<file path="config.mk">
export PLATFORM = sky130hd
export DESIGN_NAME = prefixed_radix_number_parser
export DESIGN_NICKNAME = d
export VERILOG_FILES = /design/src/hw/rtl/prnp_pkg.sv /design/src/hw/rtl/prnp_front.sv /design/src/hw/rtl/prnp_back.sv /design/src/hw/rtl/prefixed_radix_number_parser.sv
export VERILOG_INCLUDE_DIRS = /design/src /design/src/hw/rtl
export SDC_FILE = /design/constraint.sdc
export NUM_CORES = 1
export LEC_CHECK = 0
export BUFFER_PORTS_ARGS = -buffer_cell sky130_fd_sc_hd__buf_2
export CAP_MARGIN = 20
export CELL_PAD_IN_SITES_DETAIL_PLACEMENT = 0
export CELL_PAD_IN_SITES_GLOBAL_PLACEMENT = 1
export CORE_ASPECT_RATIO = 1.2
export CORE_MARGIN = 8
export CORE_UTILIZATION = 42
export DETAILED_ROUTE_END_ITERATION = 10
export GPL_TIMING_DRIVEN = 1
export PLACE_DENSITY_LB_ADDON = 0.08
export SYNTH_ARGS = -nofsm -noshare
export SYNTH_HDL_FRONTEND = slang
export SYNTH_SLANG_ARGS = --single-unit
</file>
<file path="constraint.sdc">
create_clock -name clk -period 4.5 [get_ports clk]
set_clock_uncertainty 0.1 [all_clocks]
set_input_delay 0.225 -clock clk [delete_from_list [all_inputs] [get_ports clk]]
set_output_delay 0.225 -clock clk [all_outputs]
set_load 0.1 [all_outputs]
</file>
<file path="src/hw/rtl/prefixed_radix_number_parser_defines.svh">
// ---------------------------------------------------------------------------
// Prefixed radix number parser: assertion macros
// Shared property macros for the concurrent checks in the parser modules.
// ---------------------------------------------------------------------------
`ifndef PREFIXED_RADIX_NUMBER_PARSER_DEFINES_SVH
`define PREFIXED_RADIX_NUMBER_PARSER_DEFINES_SVH

// Same-cycle implication, disabled while reset is asserted.
`define PRNP_ASSERT_NOW(label, clk, rst_n, ante, cons, msg) \
  label: assert property (@(posedge clk) disable iff (!rst_n) (ante) |-> (cons)) \
    else $error(msg);

// Next-cycle implication, disabled while reset is asserted.
`define PRNP_ASSERT_NEXT(label, clk, rst_n, ante, cons, msg) \
  label: assert property (@(posedge clk) disable iff (!rst_n) (ante) |=> (cons)) \
    else $error(msg);

`endif

</file>
<file path="src/hw/rtl/prnp_pkg.sv">
// ---------------------------------------------------------------------------
// Prefixed radix number parser package
// Transaction types, classified character type and character constants.
// ---------------------------------------------------------------------------
package prnp_pkg;

  // Input transaction: one character of the string.
  typedef struct packed {
    logic [7:0] char_code;
    logic       char_present;
    logic       last;
  } in_t;

  // Result transaction.
  typedef struct packed {
    logic [31:0] value_bits;
    logic        rejected;
  } out_t;

  // Meaning of a character when it is the first non-whitespace one.
  typedef enum logic [2:0] {
    PFX_NONE,
    PFX_HEX,
    PFX_BIN,
    PFX_OCT,
    PFX_NEG
  } pfx_t;

  // Character after classification, as it waits between front and back.
  typedef struct packed {
    logic       present;
    logic       last;
    logic       space;
    logic [3:0] digit;
    pfx_t       pfx;
  } cls_t;

  localparam logic [7:0] CH_TAB    = 8'h09;
  localparam logic [7:0] CH_CR     = 8'h0D;
  localparam logic [7:0] CH_SPACE  = 8'h20;
  localparam logic [7:0] CH_ZERO   = 8'h30;
  localparam logic [7:0] CH_NINE   = 8'h39;
  localparam logic [7:0] CH_UP_A   = 8'h41;
  localparam logic [7:0] CH_UP_F   = 8'h46;
  localparam logic [7:0] CH_LO_A   = 8'h61;
  localparam logic [7:0] CH_LO_F   = 8'h66;
  localparam logic [7:0] CH_CASE   = 8'h20;
  localparam logic [7:0] CH_ALPHA  = 8'd55;
  localparam logic [7:0] CH_DOLLAR = 8'h24;
  localparam logic [7:0] CH_LO_X   = 8'h78;
  localparam logic [7:0] CH_PCT    = 8'h25;
  localparam logic [7:0] CH_LO_B   = 8'h62;
  localparam logic [7:0] CH_LO_O   = 8'h6F;
  localparam logic [7:0] CH_MINUS  = 8'h2D;

  // Configuration register addressing.
  localparam int unsigned CFG_ADDR_W = 3;
  localparam logic        REG_SIGNED_MODE = 1'b0;

endpackage

</file>
<file path="src/hw/rtl/prnp_front.sv">
// ---------------------------------------------------------------------------
// Parser front end
// Classifies each incoming character and holds it in a two-entry queue.
// ---------------------------------------------------------------------------
`include "prefixed_radix_number_parser_defines.svh"

module prnp_front (
  input  logic                 clk,
  input  logic                 rst_n,
  input  logic                 signed_mode,
  input  logic                 in_push,
  output logic                 in_full,
  input  prnp_pkg::in_t        in_data,
  output logic                 q_valid,
  output prnp_pkg::cls_t       q_head,
  input  logic                 q_pop
);

  prnp_pkg::cls_t q_r [2];
  logic           wr_ptr_r, wr_ptr_nxt;
  logic           rd_ptr_r, rd_ptr_nxt;
  logic [1:0]     cnt_r, cnt_nxt;
  prnp_pkg::cls_t cls;
  logic [7:0]     up_code;
  logic           push_ok;
  logic           pop_ok;

  // Classification of the incoming character.
  always_comb begin
    cls.present = in_data.char_present;
    cls.last    = in_data.last;
    cls.space   = (in_data.char_code == prnp_pkg::CH_SPACE) ||
                  ((in_data.char_code >= prnp_pkg::CH_TAB) &&
                   (in_data.char_code <= prnp_pkg::CH_CR));
    // Lowercase hex letters fold onto uppercase.
    if ((in_data.char_code >= prnp_pkg::CH_LO_A) && (in_data.char_code <= prnp_pkg::CH_LO_F)) begin
      up_code = in_data.char_code - prnp_pkg::CH_CASE;
    end else begin
      up_code = in_data.char_code;
    end
    if ((up_code >= prnp_pkg::CH_ZERO) && (up_code <= prnp_pkg::CH_NINE)) begin
      cls.digit = 4'(up_code - prnp_pkg::CH_ZERO);
    end else if ((up_code >= prnp_pkg::CH_UP_A) && (up_code <= prnp_pkg::CH_UP_F)) begin
      cls.digit = 4'(up_code - prnp_pkg::CH_ALPHA);
    end else begin
      cls.digit = 4'd0;
    end
    unique case (in_data.char_code)
      prnp_pkg::CH_DOLLAR, prnp_pkg::CH_LO_X: cls.pfx = prnp_pkg::PFX_HEX;
      prnp_pkg::CH_PCT, prnp_pkg::CH_LO_B:    cls.pfx = prnp_pkg::PFX_BIN;
      prnp_pkg::CH_LO_O:                      cls.pfx = prnp_pkg::PFX_OCT;
      prnp_pkg::CH_MINUS: begin
        cls.pfx = signed_mode ? prnp_pkg::PFX_NEG : prnp_pkg::PFX_NONE;
      end
      default:                                cls.pfx = prnp_pkg::PFX_NONE;
    endcase
  end

  assign in_full = (cnt_r == 2'd2);
  assign push_ok = in_push && !in_full;
  assign q_valid = (cnt_r != 2'd0);
  assign pop_ok  = q_pop && q_valid;
  assign q_head  = q_r[rd_ptr_r];

  always_comb begin
    wr_ptr_nxt = push_ok ? ~wr_ptr_r : wr_ptr_r;
    rd_ptr_nxt = pop_ok ? ~rd_ptr_r : rd_ptr_r;
    cnt_nxt    = cnt_r + {1'b0, push_ok} - {1'b0, pop_ok};
  end

  always_ff @(posedge clk) begin
    if (!rst_n) begin
      wr_ptr_r <= 1'b0;
      rd_ptr_r <= 1'b0;
      cnt_r    <= 2'd0;
    end else begin
      wr_ptr_r <= wr_ptr_nxt;
      rd_ptr_r <= rd_ptr_nxt;
      cnt_r    <= cnt_nxt;
    end
  end

  always_ff @(posedge clk) begin
    if (push_ok) begin
      q_r[wr_ptr_r] <= cls;
    end
  end

  `PRNP_ASSERT_NOW(a_front_cnt_range, clk, rst_n, 1'b1, cnt_r <= 2'd2,
    "front queue count out of range")
  `PRNP_ASSERT_NEXT(a_front_fill, clk, rst_n, push_ok && !pop_ok,
    cnt_r == $past(cnt_r) + 2'd1, "front queue did not grow on push")

endmodule

</file>
<file path="src/hw/rtl/prnp_back.sv">
// ---------------------------------------------------------------------------
// Parser back end
// Runs the prefix and Horner accumulation and holds the result register.
// ---------------------------------------------------------------------------
`include "prefixed_radix_number_parser_defines.svh"

module prnp_back #(
  parameter int unsigned VALUE_WIDTH = 32
) (
  input  logic                 clk,
  input  logic                 rst_n,
  input  logic                 q_valid,
  input  prnp_pkg::cls_t       q_head,
  output logic                 q_pop,
  output logic                 out_empty,
  output prnp_pkg::out_t       out_data,
  input  logic                 out_pop
);

  typedef enum logic {
    PH_LEAD,
    PH_BODY
  } phase_t;

  typedef enum logic [1:0] {
    RDX_2,
    RDX_8,
    RDX_10,
    RDX_16
  } radix_t;

  phase_t               phase_r, phase_nxt;
  radix_t               radix_r, radix_nxt;
  radix_t               radix_eff;
  logic                 negate_r, negate_nxt;
  logic [VALUE_WIDTH-1:0] accum_r, accum_nxt;
  logic [VALUE_WIDTH-1:0] aws_r, aws_nxt;
  logic                 bad_r, bad_nxt;
  logic                 out_valid_r, out_valid_nxt;
  prnp_pkg::out_t       out_r, out_nxt;
  logic [VALUE_WIDTH-1:0] scaled;
  logic [VALUE_WIDTH-1:0] with_digit;
  logic [VALUE_WIDTH-1:0] result;
  logic                 too_big;
  logic                 can_out;

  // Before the number starts the radix is decimal and the sum is zero.
  assign radix_eff = (phase_r == PH_LEAD) ? RDX_10 : radix_r;

  always_comb begin
    unique case (radix_eff)
      RDX_2:   scaled = aws_r << 1;
      RDX_8:   scaled = aws_r << 3;
      RDX_10:  scaled = (aws_r << 3) + (aws_r << 1);
      RDX_16:  scaled = aws_r << 4;
      default: scaled = aws_r;
    endcase
    unique case (radix_eff)
      RDX_2:   too_big = (q_head.digit > 4'd1);
      RDX_8:   too_big = (q_head.digit > 4'd7);
      RDX_10:  too_big = (q_head.digit > 4'd9);
      default: too_big = 1'b0;
    endcase
  end

  assign with_digit = scaled + VALUE_WIDTH'(q_head.digit);

  // A string end can only retire when the result register is free.
  assign can_out   = !out_valid_r || out_pop;
  assign q_pop     = q_valid && (!q_head.last || can_out);
  assign out_empty = !out_valid_r;
  assign out_data  = out_r;

  always_comb begin
    phase_nxt     = phase_r;
    radix_nxt     = radix_r;
    negate_nxt    = negate_r;
    accum_nxt     = accum_r;
    aws_nxt       = aws_r;
    bad_nxt       = bad_r;
    out_nxt       = out_r;
    out_valid_nxt = out_valid_r && !out_pop;
    result        = '0;
    if (q_pop) begin
      if (q_head.present) begin
        if (phase_r == PH_LEAD) begin
          if (!q_head.space) begin
            phase_nxt = PH_BODY;
            unique case (q_head.pfx)
              prnp_pkg::PFX_HEX: radix_nxt = RDX_16;
              prnp_pkg::PFX_BIN: radix_nxt = RDX_2;
              prnp_pkg::PFX_OCT: radix_nxt = RDX_8;
              prnp_pkg::PFX_NEG: begin
                radix_nxt  = RDX_10;
                negate_nxt = 1'b1;
              end
              default: begin
                radix_nxt = RDX_10;
                bad_nxt   = bad_r | too_big;
                aws_nxt   = with_digit;
                accum_nxt = with_digit;
              end
            endcase
          end
        end else if (q_head.space) begin
          // Inner whitespace is a zero digit that only counts if more follows.
          aws_nxt = scaled;
        end else begin
          bad_nxt   = bad_r | too_big;
          aws_nxt   = with_digit;
          accum_nxt = with_digit;
        end
      end
      if (q_head.last) begin
        if (bad_nxt) begin
          result = '0;
        end else if (negate_nxt) begin
          result = ~accum_nxt + VALUE_WIDTH'(1);
        end else begin
          result = accum_nxt;
        end
        out_nxt.value_bits = 32'(result);
        out_nxt.rejected   = bad_nxt;
        out_valid_nxt      = 1'b1;
        phase_nxt          = PH_LEAD;
        radix_nxt          = RDX_10;
        negate_nxt         = 1'b0;
        accum_nxt          = '0;
        aws_nxt            = '0;
        bad_nxt            = 1'b0;
      end
    end
  end

  always_ff @(posedge clk) begin
    if (!rst_n) begin
      phase_r     <= PH_LEAD;
      radix_r     <= RDX_10;
      negate_r    <= 1'b0;
      accum_r     <= '0;
      aws_r       <= '0;
      bad_r       <= 1'b0;
      out_valid_r <= 1'b0;
    end else begin
      phase_r     <= phase_nxt;
      radix_r     <= radix_nxt;
      negate_r    <= negate_nxt;
      accum_r     <= accum_nxt;
      aws_r       <= aws_nxt;
      bad_r       <= bad_nxt;
      out_valid_r <= out_valid_nxt;
    end
    out_r <= out_nxt;
  end

  `PRNP_ASSERT_NOW(a_back_reject_zero, clk, rst_n, out_valid_r && out_r.rejected,
    out_r.value_bits == 32'd0, "rejected result carries a nonzero value")
  `PRNP_ASSERT_NEXT(a_back_string_end, clk, rst_n, q_pop && q_head.last,
    (phase_r == PH_LEAD) && !bad_r && !negate_r && out_valid_r,
    "string end did not clear state and post a result")

endmodule

</file>
<file path="src/hw/rtl/prefixed_radix_number_parser.sv">
// ---------------------------------------------------------------------------
// Prefixed radix number parser
// The last character of a string is classified into the queue when it is taken;
// the back then retires it and posts the result register once that is free.
// Throughput: one character per cycle unless a string end waits on the result.
// Reset (synchronous, active low): signed_mode is 1, both queues are empty and
// the parse state returns to leading whitespace, decimal, value zero.
// ---------------------------------------------------------------------------
`include "prefixed_radix_number_parser_defines.svh"

module prefixed_radix_number_parser #(
  parameter int unsigned VALUE_WIDTH = 32
) (
  input  logic                              clk,
  input  logic                              rst_n,
  // Input channel: one character transaction per accepted push.
  input  logic                              in_push,
  output logic                              in_full,
  input  prnp_pkg::in_t                     in_data,
  // Result channel: one transaction per string.
  output logic                              out_empty,
  input  logic                              out_pop,
  output prnp_pkg::out_t                    out_data,
  // Configuration port.
  input  logic                              cfg_psel,
  input  logic                              cfg_penable,
  input  logic                              cfg_pwrite,
  input  logic [prnp_pkg::CFG_ADDR_W-1:0]   cfg_paddr,
  input  logic [31:0]                       cfg_pwdata,
  output logic [31:0]                       cfg_prdata,
  output logic                              cfg_pready
);

  // The block has one register, signed_mode, at byte address 0. Address bit 2
  // selects the register word; the two low address bits are byte offsets.
  logic           signed_mode_r, signed_mode_nxt;
  logic           cfg_write;
  logic           q_valid;
  logic           q_pop;
  prnp_pkg::cls_t q_head;

  assign cfg_pready = 1'b1;
  assign cfg_write  = cfg_psel && cfg_penable && cfg_pwrite && cfg_pready;

  always_comb begin
    signed_mode_nxt = signed_mode_r;
    if (cfg_write && (cfg_paddr[2] == prnp_pkg::REG_SIGNED_MODE)) begin
      signed_mode_nxt = cfg_pwdata[0];
    end
  end

  always_ff @(posedge clk) begin
    if (!rst_n) begin
      signed_mode_r <= 1'b1;
    end else begin
      signed_mode_r <= signed_mode_nxt;
    end
  end

  // Reads return the register in bit 0; unused addresses read as zero.
  assign cfg_prdata = (cfg_paddr[2] == prnp_pkg::REG_SIGNED_MODE) ?
                      {31'd0, signed_mode_r} : 32'd0;

  // The front classifies each character (whitespace, digit value, prefix
  // kind) as the transaction is taken, so the back never looks at raw codes.
  prnp_front u_front (
    .clk         (clk),
    .rst_n       (rst_n),
    .signed_mode (signed_mode_r),
    .in_push     (in_push),
    .in_full     (in_full),
    .in_data     (in_data),
    .q_valid     (q_valid),
    .q_head      (q_head),
    .q_pop       (q_pop)
  );

  // The back drains the classify queue every cycle unless a string end meets
  // a result register that has not been popped yet.
  prnp_back #(
    .VALUE_WIDTH (VALUE_WIDTH)
  ) u_back (
    .clk       (clk),
    .rst_n     (rst_n),
    .q_valid   (q_valid),
    .q_head    (q_head),
    .q_pop     (q_pop),
    .out_empty (out_empty),
    .out_data  (out_data),
    .out_pop   (out_pop)
  );

  `PRNP_ASSERT_NEXT(a_top_cfg_write, clk, rst_n,
    cfg_write && (cfg_paddr[2] == prnp_pkg::REG_SIGNED_MODE),
    signed_mode_r == $past(cfg_pwdata[0]), "signed_mode write was lost")

endmodule
</file>
## Word-level counts from Yosys, hierarchy flattened

Memory sizes are Yosys's and may differ from the RTL's. A register that Yosys moved wholly into a read port is not among the register bits.
Index checks and enable logic that the tools add are counted.
W data, S select, Z words.

| word-level totals | value |
|---|---|
| flip-flop bits (word level) | 107 |
| latch bits | 0 |
| bits in writable memories | 20 |
| memory bits (read-only) | 0 |
| bits of input ports | 52 |
| memories | 1 |

Memories:

| name | words | width | rd ports | clocked after Yosys merged registers in | wr ports | line | source |
|---|---|---|---|---|---|---|---|
| u_front.q_r | 2 | 10 | 1 | 1 | 1 | prnp_front.sv:19 | `prnp_pkg::cls_t q_r [2];` |

| cells by class | value |
|---|---|
| add/sub/neg operators | 8 |
| multipliers | 0 |
| div/mod/pow operators | 0 |
| order comparisons | 11 |
| equality and inequality tests | 19 |
| shift-type cells | 0 |
| mux-type cells | 51 |
| bitwise gates (word level) | 5 |
| reduce and logical (&&, ||, !) cells | 28 |

Operator list:

| kind | count |
|---|---|
| $mux W32 | 8 |
| $mux W31 | 6 |
| $pmux W32 S4 | 1 |
| $add A32 B1 Y32 const B | 1 |
| $add A32 B32 Y32 | 1 |
| $add A32 B4 Y32 | 1 |
| $eq A8 B6 Y1 const B | 4 |
| $not A32 Y32 | 1 |
| $eq A8 B7 Y1 const B | 3 |
| $mux W1 | 24 |
| $ge A8 B7 Y1 const B | 2 |
| $le A8 B7 Y1 const B | 2 |
| $pmux W3 S4 | 1 |
| $logic_and A1 B1 Y1 | 11 |
| $mux W2 | 5 |
| $ge A8 B4 Y1 const B | 1 |
| $ge A8 B6 Y1 const B | 1 |
| $le A8 B4 Y1 const B | 1 |
| $le A8 B6 Y1 const B | 1 |
| $mux W4 | 2 |
| $mux W8 | 1 |
| $reduce_and A4 Y1 | 2 |
| $sub A8 B6 Y8 const B | 1 |
| $eq A2 B2 Y1 const B | 3 |
| other kinds (26) | 38 |

## Depth between registers and ports, before layout

| depth | value |
|---|---|
| depth after elaboration | 12 |
| gate-level depth with buffers | 22 |
| gate-level depth less buffers | 17 |

## Modules after synthesis

Synthesis repeated with hierarchy kept, for this count alone.

| second synthesis, totals | value |
|---|---|
| cell total of the unflattened synthesis | 1328 |
| area total of the unflattened synthesis | 10926.7 µm² |

Modules (own cells, without submodules):

| module | instances | cells an instance | area an instance (µm²) | sequential area each (µm²) |
|---|---|---|---|---|
| prnp_back | 1 | 1174 | 9231.4 | 2372.3 |
| prnp_front | 1 | 114 | 1375.1 | 700.7 |
| prefixed_radix_number_parser | 1 | 40 | 320.3 | 20.0 |

## Least setup slack after synthesis

OpenSTA, ideal clock, no wires.

| path | value |
|---|---|
| path kind | register -> register |
| start point | reg u_back.phase_r |
| end point | reg u_back.out_r, in the netlist u_back.out_data[31] (data pin) |
| library setup time | 0.266 ns |
| arrival | 4.435 ns |
| setup slack | -0.301 ns |
| cell stages (with the launch flop) | 22 |
| clock period less this slack | 4.801 ns |
| path through | dfxtp_1 -> buf_4 -> buf_4 -> buf_2 -> clkbuf_1 -> o31ai_1 -> buf_4 -> buf_1 -> clkbuf_1 -> buf_1 -> nor2_1 -> a21oi_1 -> ha_1 -> o21a_1 -> nand2_1 -> nand4bb_1 -> nor4_2 -> nand4_1 -> nor2_1 -> a41oi_1 -> xor2_1 -> nor2_1 |

| on the way | value |
|---|---|
| word-level cells in the longest chain between the ends | 12 |
| elaborated cells on any way between the ends | 27 |
| classes of those cells | 2 x add/sub; 3 x eq/ne; 19 x mux; 2 x bitwise; 1 x reduce/logical |

Ends and longest elaborated chain:

| item | line | source |
|---|---|---|
| start, declared | prnp_back.sv:32 | `phase_t phase_r, phase_nxt;` |
| start signal, assigned | prnp_back.sv:145 | `phase_r <= phase_nxt;` |
| $mux W2 | prnp_back.sv:48 | `assign radix_eff = (phase_r == PH_LEAD) ? RDX_10 : radix_r;` |
| $eq A2 B2 Y1, or another cell as far along | prnp_back.sv:51 | `unique case (radix_eff)` |
| $pmux W32 S4 | prnp_back.sv:51 |  |
| $add A32 B4 Y32 | prnp_back.sv:66 | `assign with_digit = scaled + VALUE_WIDTH'(q_head.digit);` |
| $mux W32 | prnp_back.sv:89 | `unique case (q_head.pfx)` |
| $mux W32 | prnp_back.sv:87 | `if (!q_head.space) begin` |
| $mux W32 | prnp_back.sv:86 | `if (phase_r == PH_LEAD) begin` |
| $mux W32 | prnp_back.sv:85 | `if (q_head.present) begin` |
| $mux W32 | prnp_back.sv:84 | `if (q_pop) begin` |
| $not A32 Y32 | prnp_back.sv:118 | `result = ~accum_nxt + VALUE_WIDTH'(1);` |
| $add A32 B1 Y32 | prnp_back.sv:118 |  |
| $mux W32 | prnp_back.sv:117 | `end else if (negate_nxt) begin` |
| end signal, assigned | prnp_back.sv:153 | `out_r <= out_nxt;` |
| end, declared | prnp_back.sv:40 | `prnp_pkg::out_t out_r, out_nxt;` |

Several ways; a longest one is shown, not always the timed one. The select of a mux whose other input is x is not followed.
A chain may end at the register's enable or synchronous reset.

## Final worst setup path

| path | value |
|---|---|
| start point | reg u_back.aws_r[3] |
| end point | reg u_back.out_r, in the netlist u_back.out_data[32] (data pin) |

| on the way | value |
|---|---|
| word-level cells in the longest chain between the ends | 11 |
| elaborated cells on any way between the ends | 12 |
| classes of those cells | 3 x add/sub; 8 x mux; 1 x bitwise |

Ends and longest elaborated chain:

| item | line | source |
|---|---|---|
| start, declared | prnp_back.sv:37 | `logic [VALUE_WIDTH-1:0] aws_r, aws_nxt;` |
| start signal, assigned | prnp_back.sv:149 | `aws_r <= aws_nxt;` |
| $add A32 B32 Y32 | prnp_back.sv:54 | `RDX_10: scaled = (aws_r << 3) + (aws_r << 1);` |
| $pmux W32 S4 (*) | prnp_back.sv:51 |  |
| $add A32 B4 Y32 (*) | prnp_back.sv:66 |  |
| $mux W32 | prnp_back.sv:89 |  |
| $mux W32 | prnp_back.sv:87 |  |
| $mux W32 (*) | prnp_back.sv:86 |  |
| $mux W32 (*) | prnp_back.sv:85 |  |
| $mux W32 (*) | prnp_back.sv:84 |  |
| $not A32 Y32 | prnp_back.sv:118 |  |
| $add A32 B1 Y32 | prnp_back.sv:118 |  |
| $mux W32 (*) | prnp_back.sv:117 |  |

Every way passes the cells marked *; elsewhere a longest branch is shown, timed or not. The select of a mux whose other input is x is not followed.

==> summary.md <==
| Metric | Value |
|---|---|
| Crit path capture type | flop |
| Area Growth Syn to Fin | 29.2% |
| EDFF count, synth | 53 |
| Worst setup startpoint | u_back.aws_r[3]$_SDFFE_PN0P_ |
| Final Cycle Share | 97.6% |
| Core Box Area | 26300 sq um |
| Critical path class | reg -> reg |
| Die area | 32200 sq um |
| WL per Instance | 19.8 um |
| FF-to-FF setup slack | 0.11 ns |
| Largest net degree at the start of global routing | 56 |
| Leakage | 5.80 nW |
| Yosys cell types | 122 |
| Number of I/O pins | 120 |
| Initial Util | 42.7% |
| Antenna-violating nets left | 0 |
| Power Density | 380 nW/um^2 |
| CP Capture Point | u_back.out_data[32]$_SDFFCE_PN0P_ |
| Port bufs | 54 |
| Post-Syn Area | 11200 sq um |
| Synthesized area per cell | 8.54 sq um |
| Tightest Pin Transition | 1.09 ns |
| Initial antenna violation count | 0 |
| Outcome | finished clean |
| Post-DP HPWL | 27700 um |
| Reg2Reg Depth | 19 |
| Max cap viols | 0 |
| Seq cells post-synth | 128 |
| DR vias | 10941 |
| H-tree levels | 4 |
| HP Class | in -> reg |
| Slew Viols, Final | 0 |
| Unrepaired setup endpoints after global routing | true |
| Sequential area share after synthesis | 27.6% |
| Total grt overflow | 0 |
| Critical R2R Capture | u_back.out_data[32]$_SDFFCE_PN0P_ |
| Worst-Skew Late Latency | 0.43 ns |
| Total track usage | 22.9% |
| Detailed Routing Iterations Pass 1 | 5 |
| Initial DRC Count | 681 |
| Drc violations | 0 |
| CP arrival | 4.47 ns |
| Routed vias/inst | 5.80 |
| RR Startpoint | u_back.aws_r[3]$_SDFFE_PN0P_ |
| GP Congestion | 0.870 |
| First-pass GRT wire length | 58900 um |
| Clock Tree Buf Depth | 2 |
| Ys Warns | 0 |
| Mapped Cells | 1314 |
| Number of placement rows | 65 |
| CP max FO | 6 |
| TritonCTS Buffers | 17 |
| Post-synth top flop | dfxtp_1 |
| Worst slew margin | 27.3% |
| TritonCTS Sinks | 128 |
| Number of global-route vias before repair | 10725 |
| Max rail drop VDD | 0.000389 V |
| Die X | 165 um |
| Crit path required time | 4.57 ns |
| CTS clock-pin slew for the worst setup and hold paths | 0.06 ns |
| CTS tree | done |
| Share of layout cells above drive strength 1 | 31.1% |
| Worst hold margin | 0.0441 ns |
| Antenna diode count | 0 |
| Post-synth ARST share | 0% |
| Hold Crit Depth | 4 |
| Root Buffer | clkbuf_16 |
| Max Fclk | 228 MHz |
| Finished Layout Cells | 1887 |
| Post-route minimum period | 4.39 ns |
| Final Hold Fails | 0 |
| Placed cells | 1825 |
| WL final | 37400 um |
| Pwr Total | 5.50 mW |
| DIE HEIGHT | 195 um |
| Final setup violation count | 0 |
| Nets | 1633 |
| CP startpoint kind | flop |
## critical path, stage by stage, from the launching register on
cell	delay, ns
dfxtp_4	0.36
buf_4	0.14
fa_2	0.38
a211oi_2	0.27
buf_6	0.18
nor4_2	0.06
buf_4	0.15
o32ai_4	0.26
nor4_4	0.08
buf_4	0.16
xor2_1	0.16
mux2i_2	0.31
nand4bb_4	0.16
nor4_4	0.32
buf_4	0.18
nand3_4	0.11
a2111oi_4	0.34
a41oi_2	0.15
xor2_1	0.17
nor2_1	0.08
## stage by stage
stage | setup slack [ns] | setup TNS (ns) | cell area, sq um | util, %
floorplan | 0.0191 | 0 | 11400 | -
global placement | -0.177 | -1.62 | 13000 | 49.6
detailed placement | -0.223 | -1.61 | 13000 | 49.6
CTS | -0.0108 | -0.0108 | 13800 | 52.4
global route | -0.0482 | -0.156 | 14500 | 55.2
finish | 0.109 | 0 | 14500 | 55.2
## final cells by class
class / count / area (sq um)
fillers: 2485 / 11800
multi-input cells: 1075 / 8110
flip-flops and latches: 128 / 3100
repair buffers: 291 / 2180
clock buffers: 18 / 429
well taps: 335 / 419
clock inverters: 14 / 165
inverters: 26 / 97.6
## state kept, by name, summed over array words and instances, names as in the netlist, named ones only
name and cells:
u_front.cnt_r 2, u_back.negate_r 1, u_front.wr_ptr_r 1, u_back.aws_r 31, u_front.q_r 20, u_back.bad_r 1
u_back.out_valid_r 1, u_back.phase_r 1, u_front.rd_ptr_r 1, u_back.accum_r 32, signed_mode_r 1, u_back.out_data 33
u_back.radix_r 2
## layer usage
metal | share of wire, % | track usage [%] | vias to the layer above
met4 | 2.5 | 7.32 | 0
met3 | 3.5 | 3.30 | 53
met1 | 47 | 30.9 | 5279
met2 | 47 | 36.6 | 277
met5 | 0 | 0 | -
li1 | - | - | 5332
## cell families (layout without fill, tap and decap cells)
group                      count (synthesis)  after routing  synth area share (%)
xor gates and xnor gates                  71             71                  5.61
muxes                                     46             46                  4.43
and+or+nand+nor                          497            497                  24.3
other                                      2             32                0.0669
adders and majority gates                 42             42                  4.82
buffers and inverters                    141            349                  6.72
AOI/OAI and AO/OA                        387            387                  26.5
DFF                                      128            128                  27.6
## how the worst min path moves through the flow
stage                from                          end  slack [ns]
6_report       cfg_pwrite   signed_mode_r$_SDFFE_PN1P_        0.04
5_1_grt        cfg_pwrite   signed_mode_r$_SDFFE_PN1P_        0.04
4_1_cts        cfg_pwrite   signed_mode_r$_SDFFE_PN1P_        0.03
3_5_place_dp   in_data[1]  u_front.q_r[0][9]$_DFFE_PP_        0.32
3_3_place_gp   in_data[1]  u_front.q_r[0][9]$_DFFE_PP_        0.32
2_1_floorplan  in_data[0]  u_front.q_r[0][8]$_DFFE_PP_        0.22
## cells in the mapped netlist, types with 18 or more instances
cell      count  area [sq um]
nor2b_1      59           369
nand2_1     107           402
xnor2_1      44           385
a21oi_1      68           340
o21ai_0      68           340
a22oi_1      49           368
nand4_1      25           156
nor2_1      102           383
nand3_1      30           150
ha_1         40           500
inv_1        24          90.1
buf_2        18          90.1
clkbuf_1     48           180
mux2_2       21           236
nor3_1       39           195
mux2i_1      22           220
edfxtp_1     53          1590
dfxtp_1      75          1500
buf_4        38           285
xor2_1       26           228
and2_1       34           213
## cells in the final DEF (no fill, tap or decap), types with 24 or more instances in the layout
cell type    n
o21ai_0     67
nor2b_1     56
nand3_1     26
buf_4      220
buf_2       54
edfxtp_1    53
dfxtp_1     68
nand4_1     25
nand2_1    105
a21oi_1     64
ha_1        35
nor3_1      34
and2_1      33
xor2_1      24
xnor2_1     41
a22oi_1     49
conb_1      32
inv_1       24
nor2_1      99
## report_power, final
| part | total [mW] | switching (mW) | internal (mW) |
|---|---|---|---|
| clock network | 1.42 | 0.551 | 0.868 |
| logic | 2.63 | 1.89 | 0.744 |
| registers | 1.45 | 0.0617 | 1.39 |
## timing repair
| action | CTS | global route |
|---|---|---|
| gates resized for setup | 17 | 95 |
| endpoints found under the hold margin | 5 | 0 |
| gates cloned | 0 | 1 |
| buffers inserted | 5 | 23 |
| pin swaps | 15 | 43 |
| hold buffers | 3 | 0 |
| setup endpoints to repair | 14 | 17 |
Power figures use the tool's default switching activity.
